[src/rtl/core/pstv_pkg.sv]
`default_nettype none
package pstv_pkg;

  localparam int NAME_CHARS_DEF = 8;
  localparam int POS_W          = 4;
  localparam int CHAR_W         = 8;
  localparam int CNT_W          = 4;
  localparam int DISP_CHARS     = 8;
  localparam int IN_W           = 16;
  localparam int OUT_W          = 72;
  localparam int CFG_W          = 8;
  localparam int QUEUE_DEPTH    = 2;

  localparam logic [CNT_W-1:0] LIMIT_RESET = 4'd4;
  localparam logic [CNT_W-1:0] CNT_MAX     = 4'd15;

  typedef struct packed {
    logic              pos_ok;
    logic [POS_W-1:0]  pos;
    logic [CHAR_W-1:0] ch;
  } pstv_item_t;

endpackage
`default_nettype wire

[src/rtl/core/pstv_front.sv]
`default_nettype none
module pstv_front
  import pstv_pkg::*;
#(
  parameter int NAME_CHARS = NAME_CHARS_DEF
) (
  input  wire logic            clk,
  input  wire logic            rst_n,
  input  wire logic            in_tvalid,
  output logic                 in_tready,
  input  wire logic [IN_W-1:0] in_tdata,
  output logic                 push,
  output pstv_item_t           push_item,
  input  wire logic            queue_full
);

  logic       v_r, v_nxt;
  pstv_item_t item_r, item_nxt;
  logic       take;

  assign push      = v_r && !queue_full;
  assign in_tready = !v_r || !queue_full;
  assign take      = in_tvalid && in_tready;
  assign push_item = item_r;

  always_comb begin
    v_nxt    = v_r;
    item_nxt = item_r;
    if (push) begin
      v_nxt = 1'b0;
    end
    if (take) begin
      v_nxt           = 1'b1;
      item_nxt.pos    = in_tdata[POS_W-1:0];
      item_nxt.ch     = in_tdata[POS_W+CHAR_W-1:POS_W];
      item_nxt.pos_ok = ({1'b0, in_tdata[POS_W-1:0]} < (POS_W+1)'(NAME_CHARS));
    end
  end

  always_ff @(posedge clk) begin
    if (!rst_n) begin
      v_r <= 1'b0;
    end else begin
      v_r <= v_nxt;
    end
    item_r <= item_nxt;
  end

endmodule
`default_nettype wire

[src/rtl/core/pstv_queue.sv]
`default_nettype none
module pstv_queue
  import pstv_pkg::*;
(
  input  wire logic       clk,
  input  wire logic       rst_n,
  input  wire logic       push,
  input  wire pstv_item_t push_item,
  output logic            full,
  input  wire logic       pop,
  output logic            q_valid,
  output pstv_item_t      q_item
);

  localparam int PTR_W = $clog2(QUEUE_DEPTH);
  localparam int CNT_QW = $clog2(QUEUE_DEPTH + 1);

  pstv_item_t         mem_r [QUEUE_DEPTH];
  logic [PTR_W-1:0]   wr_r, wr_nxt, rd_r, rd_nxt;
  logic [CNT_QW-1:0]  cnt_r, cnt_nxt;

  assign full    = (cnt_r == CNT_QW'(QUEUE_DEPTH));
  assign q_valid = (cnt_r != '0);
  assign q_item  = mem_r[rd_r];

  always_comb begin
    wr_nxt  = wr_r;
    rd_nxt  = rd_r;
    cnt_nxt = cnt_r;
    if (push) begin
      wr_nxt = (wr_r == PTR_W'(QUEUE_DEPTH - 1)) ? '0 : wr_r + 1'b1;
    end
    if (pop) begin
      rd_nxt = (rd_r == PTR_W'(QUEUE_DEPTH - 1)) ? '0 : rd_r + 1'b1;
    end
    if (push && !pop) begin
      cnt_nxt = cnt_r + 1'b1;
    end else if (pop && !push) begin
      cnt_nxt = cnt_r - 1'b1;
    end
  end

  always_ff @(posedge clk) begin
    if (!rst_n) begin
      wr_r  <= '0;
      rd_r  <= '0;
      cnt_r <= '0;
    end else begin
      wr_r  <= wr_nxt;
      rd_r  <= rd_nxt;
      cnt_r <= cnt_nxt;
    end
    if (push) begin
      mem_r[wr_r] <= push_item;
    end
  end

endmodule
`default_nettype wire

[src/rtl/core/pstv_back.sv]
`default_nettype none
module pstv_back
  import pstv_pkg::*;
#(
  parameter int NAME_CHARS = NAME_CHARS_DEF
) (
  input  wire logic             clk,
  input  wire logic             rst_n,
  input  wire logic             q_valid,
  input  wire pstv_item_t       q_item,
  output logic                  pop,
  input  wire logic             cfg_tvalid,
  output logic                  cfg_tready,
  input  wire logic [CFG_W-1:0] cfg_tdata,
  output logic                  out_tvalid,
  input  wire logic             out_tready,
  output logic [OUT_W-1:0]      out_tdata
);

  localparam int IDX_W = $clog2(NAME_CHARS);

  logic [CHAR_W-1:0] likely_r  [NAME_CHARS];
  logic [CHAR_W-1:0] alt_r     [NAME_CHARS];
  logic [CNT_W-1:0]  hit_r     [NAME_CHARS];
  logic [CHAR_W-1:0] disp_r    [NAME_CHARS];
  logic [CHAR_W-1:0] likely_nxt[NAME_CHARS];
  logic [CHAR_W-1:0] alt_nxt   [NAME_CHARS];
  logic [CNT_W-1:0]  hit_nxt   [NAME_CHARS];
  logic [CHAR_W-1:0] disp_nxt  [NAME_CHARS];

  logic [CNT_W-1:0]  limit_r;
  logic              out_v_r, out_v_nxt;
  logic [OUT_W-1:0]  out_tdata_r, out_tdata_nxt;

  logic [IDX_W-1:0]  idx;
  logic [CHAR_W-1:0] cur_lk, cur_al, new_lk, new_al;
  logic [CNT_W-1:0]  cur_hc, new_hc;
  logic [CNT_W:0]    lim_inc;
  logic              change, complete, differs;
  logic [CHAR_W*DISP_CHARS-1:0] disp_word;

  assign pop        = q_valid && (!out_v_r || out_tready);
  assign cfg_tready = 1'b1;
  assign out_tvalid = out_v_r;
  assign out_tdata  = out_tdata_r;

  assign idx     = q_item.pos[IDX_W-1:0];
  assign cur_lk  = likely_r[idx];
  assign cur_al  = alt_r[idx];
  assign cur_hc  = hit_r[idx];
  assign lim_inc = {1'b0, limit_r} + 1'b1;

  // per-position candidate update
  always_comb begin
    new_lk = cur_lk;
    new_al = cur_al;
    new_hc = cur_hc;
    change = 1'b0;
    if (q_item.ch == cur_lk) begin
      if (cur_hc < limit_r) begin
        new_hc = cur_hc + 1'b1;
      end else begin
        new_hc = limit_r;
        new_al = q_item.ch;
      end
    end else if (q_item.ch == cur_al) begin
      if (cur_hc >= limit_r) begin
        change = 1'b1;
        new_hc = lim_inc[CNT_W] ? CNT_MAX : lim_inc[CNT_W-1:0];
      end else begin
        new_hc = limit_r;
      end
      new_al = cur_lk;
      new_lk = q_item.ch;
    end else if (cur_hc == '0) begin
      new_lk = q_item.ch;
      new_hc = CNT_W'(1);
    end else begin
      new_al = q_item.ch;
    end
  end

  // knock-down, completion check and display load
  always_comb begin
    complete = 1'b1;
    differs  = 1'b0;
    for (int k = 0; k < NAME_CHARS; k++) begin
      if (POS_W'(k) == q_item.pos) begin
        likely_nxt[k] = new_lk;
        alt_nxt[k]    = new_al;
        hit_nxt[k]    = new_hc;
      end else begin
        likely_nxt[k] = likely_r[k];
        alt_nxt[k]    = alt_r[k];
        hit_nxt[k]    = hit_r[k];
      end
      if (change && (hit_nxt[k] > CNT_W'(1))) begin
        hit_nxt[k] = hit_nxt[k] - 1'b1;
      end
      if (hit_nxt[k] < limit_r) begin
        complete = 1'b0;
      end
    end
    for (int k = 0; k < NAME_CHARS; k++) begin
      disp_nxt[k] = disp_r[k];
      if (complete) begin
        if (disp_r[k] != likely_nxt[k]) begin
          differs = 1'b1;
        end
        disp_nxt[k] = likely_nxt[k];
      end
    end
  end

  // display word after this word, shown in the result
  always_comb begin
    disp_word = '0;
    for (int k = 0; k < DISP_CHARS; k++) begin
      if (k < NAME_CHARS) begin
        if (q_item.pos_ok) begin
          disp_word[k*CHAR_W +: CHAR_W] = disp_nxt[k];
        end else begin
          disp_word[k*CHAR_W +: CHAR_W] = disp_r[k];
        end
      end
    end
  end

  always_comb begin
    out_v_nxt     = out_v_r;
    out_tdata_nxt = out_tdata_r;
    if (out_v_r && out_tready) begin
      out_v_nxt = 1'b0;
    end
    if (pop) begin
      out_v_nxt     = 1'b1;
      out_tdata_nxt = '0;
      out_tdata_nxt[3 +: CHAR_W*DISP_CHARS] = disp_word;
      if (q_item.pos_ok) begin
        out_tdata_nxt[0] = complete;
        out_tdata_nxt[1] = differs;
        out_tdata_nxt[2] = change;
      end
    end
  end

  always_ff @(posedge clk) begin
    if (!rst_n) begin
      out_v_r <= 1'b0;
      limit_r <= LIMIT_RESET;
      for (int k = 0; k < NAME_CHARS; k++) begin
        likely_r[k] <= '0;
        alt_r[k]    <= '0;
        hit_r[k]    <= '0;
        disp_r[k]   <= '0;
      end
    end else begin
      out_v_r <= out_v_nxt;
      if (cfg_tvalid && cfg_tready) begin
        limit_r <= cfg_tdata[CNT_W-1:0];
      end
      if (pop && q_item.pos_ok) begin
        for (int k = 0; k < NAME_CHARS; k++) begin
          likely_r[k] <= likely_nxt[k];
          alt_r[k]    <= alt_nxt[k];
          hit_r[k]    <= hit_nxt[k];
          disp_r[k]   <= disp_nxt[k];
        end
      end
    end
    out_tdata_r <= out_tdata_nxt;
  end

endmodule
`default_nettype wire

[src/rtl/core/ps_text_validator.sv]
// channel   dir   handshake              payload
// in        in    in_tvalid/in_tready    in_tdata[15:0]
// out       out   out_tvalid/out_tready  out_tdata[71:0]
// cfg       in    cfg_tvalid/cfg_tready  cfg_tdata[7:0], limit in low 4 bits
//
// one word per cycle sustained while out_tready stays high; a word passes the front
// register, the queue and the result register on its way to out_tdata
// the back stage updates all positions together from register arrays
// reset (rst_n low, synchronous) clears all counters, characters and display,
// and sets the limit to 4
// a two-entry queue lets front and back stall independently
`default_nettype none
module ps_text_validator
  import pstv_pkg::*;
#(
  parameter int NAME_CHARS = NAME_CHARS_DEF
) (
  input  wire logic             clk,
  input  wire logic             rst_n,
  input  wire logic             in_tvalid,
  output logic                  in_tready,
  input  wire logic [IN_W-1:0]  in_tdata,   // char_position[3:0], char_value[11:4]
  output logic                  out_tvalid,
  input  wire logic             out_tready,
  output logic [OUT_W-1:0]      out_tdata,  // text_complete[0], display_changed[1],
                                            // text_in_transition[2], display_text[66:3]
  input  wire logic             cfg_tvalid,
  output logic                  cfg_tready,
  input  wire logic [CFG_W-1:0] cfg_tdata   // validate_limit[3:0]
);

  logic       push, full, pop, q_valid;
  pstv_item_t push_item, q_item;

  pstv_front #(
    .NAME_CHARS(NAME_CHARS)
  ) u_front (
    .clk       (clk),
    .rst_n     (rst_n),
    .in_tvalid (in_tvalid),
    .in_tready (in_tready),
    .in_tdata  (in_tdata),
    .push      (push),
    .push_item (push_item),
    .queue_full(full)
  );

  pstv_queue u_queue (
    .clk      (clk),
    .rst_n    (rst_n),
    .push     (push),
    .push_item(push_item),
    .full     (full),
    .pop      (pop),
    .q_valid  (q_valid),
    .q_item   (q_item)
  );

  pstv_back #(
    .NAME_CHARS(NAME_CHARS)
  ) u_back (
    .clk       (clk),
    .rst_n     (rst_n),
    .q_valid   (q_valid),
    .q_item    (q_item),
    .pop       (pop),
    .cfg_tvalid(cfg_tvalid),
    .cfg_tready(cfg_tready),
    .cfg_tdata (cfg_tdata),
    .out_tvalid(out_tvalid),
    .out_tready(out_tready),
    .out_tdata (out_tdata)
  );

endmodule
`default_nettype wire

[config.mk]
export PLATFORM = sky130hd
export DESIGN_NAME = ps_text_validator
export DESIGN_NICKNAME = d
export VERILOG_FILES = /design/src/rtl/core/pstv_pkg.sv /design/src/rtl/core/pstv_front.sv /design/src/rtl/core/pstv_queue.sv /design/src/rtl/core/pstv_back.sv /design/src/rtl/core/ps_text_validator.sv
export SDC_FILE = /design/constraint.sdc
export NUM_CORES = 1
export LEC_CHECK = 0
export BUFFER_PORTS_ARGS = -buffer_cell sky130_fd_sc_hd__buf_2
export CAP_MARGIN = 20
export CELL_PAD_IN_SITES_DETAIL_PLACEMENT = 1
export CELL_PAD_IN_SITES_GLOBAL_PLACEMENT = 1
export CORE_MARGIN = 2
export CORE_UTILIZATION = 45
export DETAILED_ROUTE_END_ITERATION = 8
export PLACE_DENSITY_LB_ADDON = 0.1
export REMOVE_ABC_BUFFERS = 1
export SYNTH_ARGS = -nofsm -noshare
export SYNTH_HDL_FRONTEND = slang
export SYNTH_SLANG_ARGS = --single-unit
[constraint.sdc]
create_clock -name clk -period 20.3 [get_ports clk]
set_clock_uncertainty 0.2 [all_clocks]
set_input_delay 5.075 -clock clk [delete_from_list [all_inputs] [get_ports clk]]
set_output_delay 5.075 -clock clk [all_outputs]
set_load 0.05 [all_outputs]
## Word level (Yosys, flattened, before mapping)

Memory sizes are Yosys's and may differ from the RTL's. A register that Yosys moved wholly into a read port is not among the register bits.
Index checks and enable logic that the tools add are counted.
Widths: inputs -> output; s select.

- Logic and storage cells: 279
- Register bits: 90
- Input port bits: 29
- RAM bits: 250
- Memories: 5
- Output and inout port bits: 75

Memory list:

| memory | words | width | rd ports | clocked after Yosys merged registers in | write ports | RTL line | RTL |
|---|---|---|---|---|---|---|---|
| u_back.alt_r | 8 | 8 | 1 | 0 | 8 | pstv_back.sv:23 | `logic [CHAR_W-1:0] alt_r [NAME_CHARS];` |
| u_back.disp_r | 8 | 8 | 8 | 0 | 8 | pstv_back.sv:25 | `logic [CHAR_W-1:0] disp_r [NAME_CHARS];` |
| u_back.likely_r | 8 | 8 | 9 | 0 | 8 | pstv_back.sv:22 | `logic [CHAR_W-1:0] likely_r [NAME_CHARS];` |
| u_back.hit_r | 8 | 4 | 9 | 0 | 8 | pstv_back.sv:24 | `logic [CNT_W-1:0] hit_r [NAME_CHARS];` |
| u_queue.mem_r | 2 | 13 | 1 | 1 | 1 | pstv_queue.sv:18 | `pstv_item_t mem_r [QUEUE_DEPTH];` |

- Add/subtract/negate cells: 14
- Magnitude comparators: 19
- Bitwise gates (word level): 32
- Eq/ne operators: 26
- Reductions and logical operators: 36
- Multiplexer cells: 136

Operators with widths:

| operator | number |
|---|---|
| $mux 8 | 63 |
| $mux 4 | 30 |
| $ne 8x8->1 | 8 |
| $mux 1 | 41 |
| $lt 4x4->1 | 9 |
| $gt 4x1->1 const B | 8 |
| $or 1x1->1 | 32 |
| $sub 4x1->4 const B | 8 |
| $eq 3x4->1 const A | 4 |
| $eq 8x8->1 | 2 |
| $reduce_and 2->1 | 8 |
| $logic_and 1x1->1 | 15 |
| $eq 2x4->1 const A | 2 |
| $logic_not 4->1 | 2 |
| $ne 1x1->1 const B | 8 |
| $reduce_bool 2->1 | 4 |
| $add 4x1->5 const B | 1 |
| $logic_not 1->1 | 5 |
| $add 4x1->4 const B | 1 |
| $eq 1x4->1 const A | 1 |
| $ge 4x4->1 | 1 |
| $lt 4x4->1 const B | 1 |
| $mux 2 | 2 |
| $add 1x1->1 const B | 2 |
| 4 further kinds | 5 |

## Logic depth before layout (Yosys ltp)

Gate-level depths: netlist of run 1.

- Depth after elaboration: 33
- Gate-level depth with buffers: 39
- Gate-level depth less buffers: 33

## Hierarchy

A second synthesis of run 1 with hierarchy kept.

- Cell total of the unflattened synthesis: 1902
- Area total of the unflattened synthesis: 20711.1 µm²

By module, submodules not included:

| module | sequential area each (µm²) | cells an instance | times used | area an instance (µm²) |
|---|---|---|---|---|
| pstv_back | 8838.5 | 1820 | 1 | 19113.3 |
| pstv_queue | 880.8 | 62 | 1 | 1153.6 |
| pstv_front | 410.4 | 20 | 1 | 444.2 |

## Worst setup path after synthesis of run 1

Ideal clock, no wire load.

- Path type: in2reg
- From: in out_tready
- To: mem u_back.disp_r[0][0] (enable)
- Cell stages on the path: 4
- Arrival time: 9.028 ns
- Path buffers: 1
- Slack: 10.546 ns
- Required time: 19.574 ns
- Library setup time: 0.526 ns
- Cell sequence: nor2b_1 > or3_1 > clkbuf_1 > nand2_1

RTL lines:

| item | RTL line | RTL |
|---|---|---|
| start, declared | ps_text_validator.sv:24 | `input wire logic out_tready,` |
| end, declared | pstv_back.sv:25 |  |

==> results.md, run 1 <==
* Status: finished clean
* Synth top area share at approximately 46%
* DP Wirelength at ~55000 um
* Layout Nets at around 2200
* Synthesized area at between 20000 and 25000 um^2
* Fin crit share at approximately 60%
* Initial Util at between 40 and 50%
* Worst Max-Slew Pin Slew at between 1000 and 1500 ps
* Via density at 6.53
* Main flop type after synthesis: edfxtp_1
* Global route overflow at 0
* Sequential fraction of the synthesis area at roughly 47%
* CTS clk-pin slew, worst paths at approximately 60 ps
* Via count at between 15000 and 20000
* Clock Latency Late Sink at approximately 600 ps
* I/O Pins at 104
* Element type at the critical path start: register
* GR met2 Demand/Resource at a little over half
* Number of I/O port buffers at just under 90
* Top cells by area, synth: edfxtp_1 46%, mux2i_1 5.7%, nor2_1 4.8%
* Die area at 49500 um^2
* Total global routing track utilization at roughly a third
* Post_cts resized at 0
* Most Used Layer, Global Route: met2
* CP endpoint kind: register
* Setup TNS at 0 ps
* Slowest-stage cell, CP: or3_1
* Synth Register Bits at 341
* Largest net degree at the start of global routing at a little under 90
* Worst rel slew slack at 26.5%
* Post-route ant nets at 0
* P&R area growth vs syn at 10.6%
* Mapped Avg Cell Area at ~10 um^2
* Max Cap Viol at 0
* Clock buffer count from CTS at 41
* Yosys warns at 0
* Syn Inst Count at around 2100
* WHS Path Cells at 0
* CTS Root Cell: clkbuf_16
* Max Slew Vio Count at 0
* Path category of the worst min-delay check: register to register
* Gp weighted congestion at 0.917
* Post-synth EDFFs at 330
* ANT cells at 0
* DRT iter0 DRCs at 1678
* Die H at 222 um
* Met1 Track Usage GR at a little over two fifths
* Drt first pass iters at 5
* FFs w/ async S/R, synth at 0%
* Pleak at 0.00899 uW
* Clock sink count at 341
* Crit-path max cell delay at 880 ps
* Final setup violation count at 0
* Site row count at 80
* Crit Path Max Fanout at 52
* Area leader, netlist: edfxtp_1
* CTS tree: done
* Synth cell types at about 90
* First-pass GRT wire length at between 100000 and 150000 um
* Worst reg-to-reg path cell count at 34
* M3 GR Usage at 5.16%
* Period minus WS final at ~12000 ps
* Pwr dens at roughly 150 nW/um^2
* WS Path Type: register to register
* Share of layout cells above drive strength 1 at between 10% and 20%
* Final Core Density at between 50 and 60%
* Final hold violations at 0
* Most common cell in the netlist: edfxtp_1
* Post-CTS setup buffers at 0
* Vias in the first global route at 18285
* CP Data Arrival Time at around 12000 ps
* Unrepaired setup endpoints after global routing: no
* Peak VDD IR at between 0.09 and 0.1 mV
* H-tree lvl count at 2
* DRC Markers at 0
* Core box area at between 40000 and 50000 um^2
* Leading cell types by count after synthesis: 330 x edfxtp_1, 276 x nor2_1, 165 x a21oi_1, 123 x mux2i_1, 96 x inv_1
* Routed len/inst at ~29 um
* Total wire length at 81000 um
* WP data required at between 20000 and 25000 ps
* Hold_buf cts at 0
* Die width at between 200 and 250 um
* Max Root-Sink Buffers at 3
* Initial antenna violation count at 1
* FMAX at just over 80 MHz
[power breakdown]
| group | internal, uW | switching (uW) |
|---|---|---|
| Combinational | 511 | 1250 |
| Sequential | 979 | 127 |
| Clock | 409 | 323 |
| Total | 1900 | 1700 |
[metrics by stage]
stage	cell area, um^2	total power [uW]	worst slack [ps]	instances	hold WS [ps]
floorplan	20700	2200	7410	1975	221
global placement	22400	2790	8630	2737	224
detailed placement	22400	2840	8530	2738	231
CTS	23700	3580	8500	2812	239
global route	23700	3750	7670	2815	242
finish	23700	3600	8180	2815	234
[registers in the layout, summed over array words and instances (netlist names), 4 cells and up, named ones only]
| signal | cells |
|---|---|
| u_back.alt_r | 64 |
| u_front.push_item | 13 |
| u_back.hit_r | 32 |
| u_back.disp_r | 64 |
| u_queue.mem_r | 26 |
| u_back.limit_r | 4 |
| u_back.likely_r | 64 |
| u_back.out_tdata | 67 |
[cells in the final DEF (no fill, tap or decap), types with 66 or more instances in the layout]
cell type  synthesis  layout
a211oi_1          66      66
a21oi_1          165     165
a31oi_1           81      81
buf_2             52      89
edfxtp_1         330     330
inv_1             96      95
mux2i_1          123     121
nand2_1           91      90
nor2_1           276     274
o21ai_0           80      80
xnor2_1           93      93
[metal layers]
| layer | vias up | part of all wire (%) |
|---|---|---|
| li1 | 8041 | - |
| met1 | 9299 | 42 |
| met2 | 842 | 46 |
| met3 | 205 | 7.5 |
| met4 | 2 | 4.8 |
| met5 | - | 0.016 |
[cell type report]
type | instances | area, um^2
fillers | 5254 | 23700
multi-input cells | 1536 | 10300
flip-flops and latches | 341 | 10100
clock buffers | 56 | 1130
repair buffers | 151 | 911
well taps | 615 | 769
inverters | 98 | 369
clock inverters | 18 | 165
[worst max-delay path: cells and delay by family (launching register included)]
| family | cells | cell delay, ps |
|---|---|---|
| AO/OA/AOI/OAI | 14 | 3720 |
| AND/OR/NAND/NOR | 9 | 3900 |
| XOR/XNOR | 1 | 200 |
| flip-flops | 1 | 310 |
| adder cells (fa/ha/maj) | 3 | 840 |
| buffers and inverters | 4 | 1550 |
| multiplexers | 3 | 1010 |
[cell families (layout without fill, tap and decap cells)]
| kind of cell | after synthesis | in the layout | share of synthesized area (%) |
|---|---|---|---|
| AO/OA/AOI/OAI | 588 | 588 | 17.8 |
| AND/OR/NAND/NOR | 592 | 592 | 13.2 |
| buffers and inverters | 254 | 323 | 5.36 |
| other | 2 | 6 | 0.0350 |
| XOR/XNOR | 133 | 133 | 5.43 |
| flip-flops | 341 | 341 | 47.2 |
| adder cells (fa/ha/maj) | 48 | 48 | 2.80 |
| multiplexers | 169 | 169 | 8.20 |
[path summary, 6_finish.rpt]
| check | from | end | slack [ps] |
|---|---|---|---|
| hold / removal | u_front.push_item[8] | u_queue.mem_r[1][8] | 230 |
| setup / recovery | register | u_back.out_tdata[23] | 8180 |
| setup reg to reg | register | u_back.out_tdata[23] | 8180 |
| hold reg to reg | u_front.push_item[8] | u_queue.mem_r[1][8] | 230 |
Note: power is estimated with default switching activity, not from simulation.
==> run 2, diff against run 1 <==
Clock period 20.3 ns to 12.1 ns, I/O delays scaled along.
==> run 2 against run 1 <==
Against the previous run:
- worst setup slack got worse by 6800 ps
- global-route usage rose by 0.47 points
- register-to-register slack got worse by 6800 ps
- wire length rose by 1.0%
- power rose by 69%
- final cell count rose by 0.32%
- via count barely moved
- maximum frequency rose by 13%
- sequential power rose by 69%
- die area did not move
- sequential cell count did not move
- combinational power rose by 68%
- largest cell class unchanged
- largest power group unchanged
- highest routed layer is now met4
==> results.md, run 2 (synthesis results as in run 1) <==
* Status: finished clean
* Worst rel slew slack at between 30% and 40%
* Drt first pass iters at 5
* Pre-CTS setup slack at ~1600 ps
* Sequential power share at 30.8%
* Max Root-Sink Buffers at 3
* Crit-path max cell delay at 760 ps
* CTS tree: done
* CP Data Arrival Time at ~11000 ps
* Initial antenna violation count at 1
* Clock Latency Late Sink at ~580 ps
* Total wire length at slightly above 80000 um
* Largest register FFs at 67
* Final setup violation count at 0
* Element type at the critical path start: register
* Post_cts resized at 0
* First-pass GRT wire length at ~120000 um
* Pleak at ~0.0091 uW
* Die width at 222 um
* Die area at ~50000 um^2
* Slowest-stage cell, CP: dfxtp_2
* Total power at approximately 6000 uW
* Post-route cell area at between 20000 and 25000 um^2
* Share of layout cells above drive strength 1 at around 14%
* Hold_buf cts at 0
* Peak VDD IR at 0.120 mV
* Gate power share at roughly 48%
* Site row count at 80
* CP top delay family: compound AO/OA/AOI/OAI gates
* Unrepaired setup endpoints after global routing: no
* Core box area at approximately 47000 um^2
* WP data required at between 10000 and 15000 ps
* Initial Util at a little under half
* Path category of the worst min-delay check: register to register
* Clock buffer count from CTS at between 40 and 50
* DRC Markers at 0
* Sw Pwr at roughly 2800 uW
* Gp weighted congestion at just over 0.9
* Routed len/inst at slightly below 30 um
* Total global routing track utilization at between 30% and 40%
* Crit Path Max Fanout at 66
* Commonest non-fill, non-tap cell in the layout: edfxtp_1
* Via density at around 6.5
* Clk pwr share at about a fifth
* DP Area at ~23000 um^2
* Switching share of power at a little under half
* WS Path Type: register to register
* Clock sink count at around 340
* Commonest non-fill, non-tap cells in the layout: 330 x edfxtp_1, 274 x nor2_1, 165 x a21oi_1
* Global route overflow at 0
* P&R area growth vs syn at 11.3%
* Pint at 3250 uW
* Via count at approximately 18000
* DRT iter0 DRCs at between 1500 and 2000
* Vias in the first global route at between 15000 and 20000
* Pwr dens at roughly 260 nW/um^2
* Max Cap Viol at 0
* Period minus WS final at around 11000 ps
* FMAX at between 90 and 100 MHz
* Worst setup margin at 1390 ps
* Number of I/O port buffers at 89
* Die H at between 200 and 250 um
* Setup TNS at 0 ps
* Worst Max-Slew Pin Slew at between 1000 and 1500 ps
* Fin crit share at about nine tenths
* Max Slew Vio Count at 0
* I/O Pins at ~100
* Post-CTS setup buffers at 0
* CTS clk-pin slew, worst paths at 60 ps
* CP endpoint kind: register
* Final hold violations at 0
* Buffers & Inverters on Critical Path at 4
* Post-route ant nets at 0
* ANT cells at 0
* Hold slack at around 250 ps
* DP Wirelength at about 56000 um
* CTS Root Cell: clkbuf_16
* Largest net degree at the start of global routing at 75
* Layout Nets at ~2300
* H-tree lvl count at 2
run 2: cell count changes in the layout (fill, tap and decap cells not counted), sizes merged:
cell	delta
buf	+7
bufinv	+3
clkbuf	-1
inv	-1
clkinv	+1
run 2: worst paths after layout:
kind | start | endpoint | slack [ps] | cells past startpoint
max | register | u_back.out_tdata[54] | 1390 | 34
min | u_front.push_item[9] | u_queue.mem_r[1][9] | 250 | 0
max reg2reg | register | u_back.out_tdata[54] | 1390 | 34
min reg2reg | u_front.push_item[9] | u_queue.mem_r[1][9] | 250 | 0
run 2: area by class of cell:
cell class,instances,area [um^2]
clock buffers,55,1130
repair buffers,158,1020
fillers,5239,23500
clock inverters,21,220
inverters,98,369
flip-flops and latches,341,10100
multi-input cells,1536,10300
well taps,615,769
run 2: per-layer routing:
layer,wire (um),up-vias,part of all wire [%],GRT usage [%]
li1,-,8049,-,-
met1,33600,9236,41,43.0
met2,38200,885,47,53.8
met3,5840,203,7.1,4.54
met4,4200,0,5.1,15.6
met5,0,-,0,0
run 2: metrics by stage:
| step | instances | utilization, % |
|---|---|---|
| floorplan | 1975 | - |
| global placement | 2745 | 47.4 |
| detailed placement | 2745 | 47.4 |
| CTS | 2821 | 50.3 |
| global route | 2824 | 50.4 |
| finish | 2824 | 50.4 |
run 2: worst reg2reg max path: cells and delay by family, from the launching register on:
| family | cells | cell delay (ps) |
|---|---|---|
| buf+inv | 4 | 720 |
| mux | 3 | 940 |
| xor+xnor | 1 | 200 |
| flops | 1 | 760 |
| simple gates | 9 | 2900 |
| fa+ha+maj | 3 | 930 |
| compound gates | 14 | 3780 |
run 2: power by group through the flow:
stage / combinational [uW] / sequential (uW) / clock, uW
4_1_cts: 2900 / 1880 / 1290
3_3_place_gp: 2810 / 1880 / 0
2_1_floorplan: 1570 / 2130 / 0
3_5_place_dp: 2890 / 1900 / 0
6_report: 2950 / 1880 / 1270
5_1_grt: 3120 / 1900 / 1330
==> run 3, diff against run 2 <==
Settings changed: CORE_UTILIZATION 45 to 50.
==> run 3 against run 2 <==
Against the previous run:
- non-clock buffer count up 2
- power down 0.87%
- hold slack better by 4.4 ps
- worst setup slack worse by 230 ps
- clock power down 6%
- utilization up 5.9 points
- critical path depth up 3
- critical endpoint is now u_back.disp_r[1][21]
==> results.md, run 3 (synthesis results as in run 1) <==
* Die width at about 210 um
* Crit Path Max Fanout at 37
* Core box area at ~42000 um^2
* Share of layout cells above drive strength 1 at 13.4%
* WP data required at 12290 ps
* Post-route ant nets at 0
* Final setup violation count at 0
* Peak VDD IR at between 0.1 and 0.15 mV
* Critical Path Most Common Cell: buf_4
* Unrepaired setup endpoints after global routing: no
* DRC Markers at 0
* Site row count at 75
* Initial antenna violation count at 0
* DRT iter0 DRCs at ~1900
* Die H at between 200 and 250 um
* Fin crit share at about 90%
* Initial Util at between 50 and 60%
* Clk pwr share at between 15 and 20%
* Drt first pass iters at 6
* Period minus WS final at ~11000 ps
* Hold_buf cts at 0
* Gate power share at 49.1%
* P&R area growth vs syn at 10.4%
* Worst rel slew slack at roughly 18%
* CP Data Arrival Time at 11130 ps
* Post_cts resized at 0
* I/O Pins at between 100 and 150
* DP Wirelength at 55600 um
* Layout Nets at between 2000 and 2500
* Slowest-stage cell, CP: edfxtp_1
* H-tree lvl count at 2
* Global route overflow at 0
* Max Cap Viol at 0
* Sequential power share at 31.1%
* WS Path Type: register to register
* DP Area at 22400 um^2
* Max Slew Vio Count at 0
* FMAX at 91.4 MHz
* CTS Root Cell: clkbuf_16
* Via count at 18582
* Pleak at 0.00902 uW
* First-pass GRT wire length at about 120000 um
* Total global routing track utilization at 36.3%
* Gp weighted congestion at around 0.96
* Pint at between 3000 and 4000 uW
* Clock buffer count from CTS at 38
* Post-route cell area at 23700 um^2
* Crit-path max cell delay at 670 ps
* CP endpoint kind: register
* Clock Latency Late Sink at 580 ps
* Commonest non-fill, non-tap cell in the layout: edfxtp_1
* Sw Pwr at between 2000 and 3000 uW
* Pwr dens at around 260 nW/um^2
* Worst Max-Slew Pin Slew at 1190 ps
* Element type at the critical path start: register
* ANT cells at 0
* Final hold violations at 0
* CTS tree: done
* Total wire length at just over 80000 um
* Vias in the first global route at ~19000
* CTS clk-pin slew, worst paths at 60 ps
* Largest net degree at the start of global routing at 79
* Status: finished clean
* Hold slack at 251 ps
* Clock sink count at 341
* Commonest non-fill, non-tap cells in the layout: 330 x edfxtp_1, 275 x nor2_1, 165 x a21oi_1
* Via density at between 6 and 7
* Max Root-Sink Buffers at 3
* Die area at 44600 um^2
* Routed len/inst at about 30 um
* Switching share of power at a little under half
* Largest register FFs at 67
* Post-CTS setup buffers at 0
* Number of I/O port buffers at a little under 90
* Path category of the worst min-delay check: register to register
* Fill cells at between 4000 and 5000
[run 3: path summary, 6_finish.rpt]
| path | cells past startpoint | slack, ps | to | from |
|---|---|---|---|---|
| max reg2reg | 37 | 1160 | u_back.disp_r[1][21] | u_queue.mem_r[0][9] |
| min reg2reg | 0 | 250 | u_queue.mem_r[1][11] | u_front.push_item[11] |
| min | 0 | 250 | u_queue.mem_r[1][11] | u_front.push_item[11] |
| max | 37 | 1160 | u_back.disp_r[1][21] | u_queue.mem_r[0][9] |
[run 3: metal layers]
| metal | GRT usage (%) | routed length (um) |
|---|---|---|
| met1 | 46.4 | 31500 |
| met2 | 58.3 | 37500 |
| met3 | 7.24 | 7500 |
| met4 | 19.5 | 4750 |
| met5 | 0 | 0 |
[run 3: power by group through the flow]
stage,Combinational [uW],Clock [uW],Sequential [uW]
after CTS,2900,1210,1870
after global routing,3130,1240,1900
final,2970,1200,1880
after global placement,2800,0,1880
after floorplan,1570,0,2130
after detailed placement,2880,0,1890
[run 3: per-stage QoR]
step / instances / util [%] / setup slack, ps / power (uW) / TNS [ps]
finish: 2742 / 56.2 / 1160 / 6050 / 0
CTS: 2740 / 56.2 / 1370 / 5980 / 0
global route: 2742 / 56.2 / 604 / 6270 / 0
global placement: 2672 / 53.2 / 1740 / 4680 / 0
detailed placement: 2672 / 53.2 / 1420 / 4780 / 0
floorplan: 1975 / - / -790 / 3700 / -27440
[run 3: layout make-up]
cell class	count	area, um^2	area share, %
multi-input cells	1536	10300	43.3
flip-flops and latches	341	10100	42.8
repair buffers	160	1020	4.29
clock buffers	41	962	4.06
well taps	539	674	2.85
inverters	98	368	1.55
clock inverters	27	280	1.18
[run 3: worst max-delay path, delay by kind of cell, from the launching register on]
kind                     cells  cell delay (ps)
adder cells (fa/ha/maj)      3              830
AO/OA/AOI/OAI               16             3920
XOR/XNOR                     1              200
multiplexers                 2              590
flip-flops                   1              670
AND/OR/NAND/NOR              9             2600
buffers and inverters        6             1680
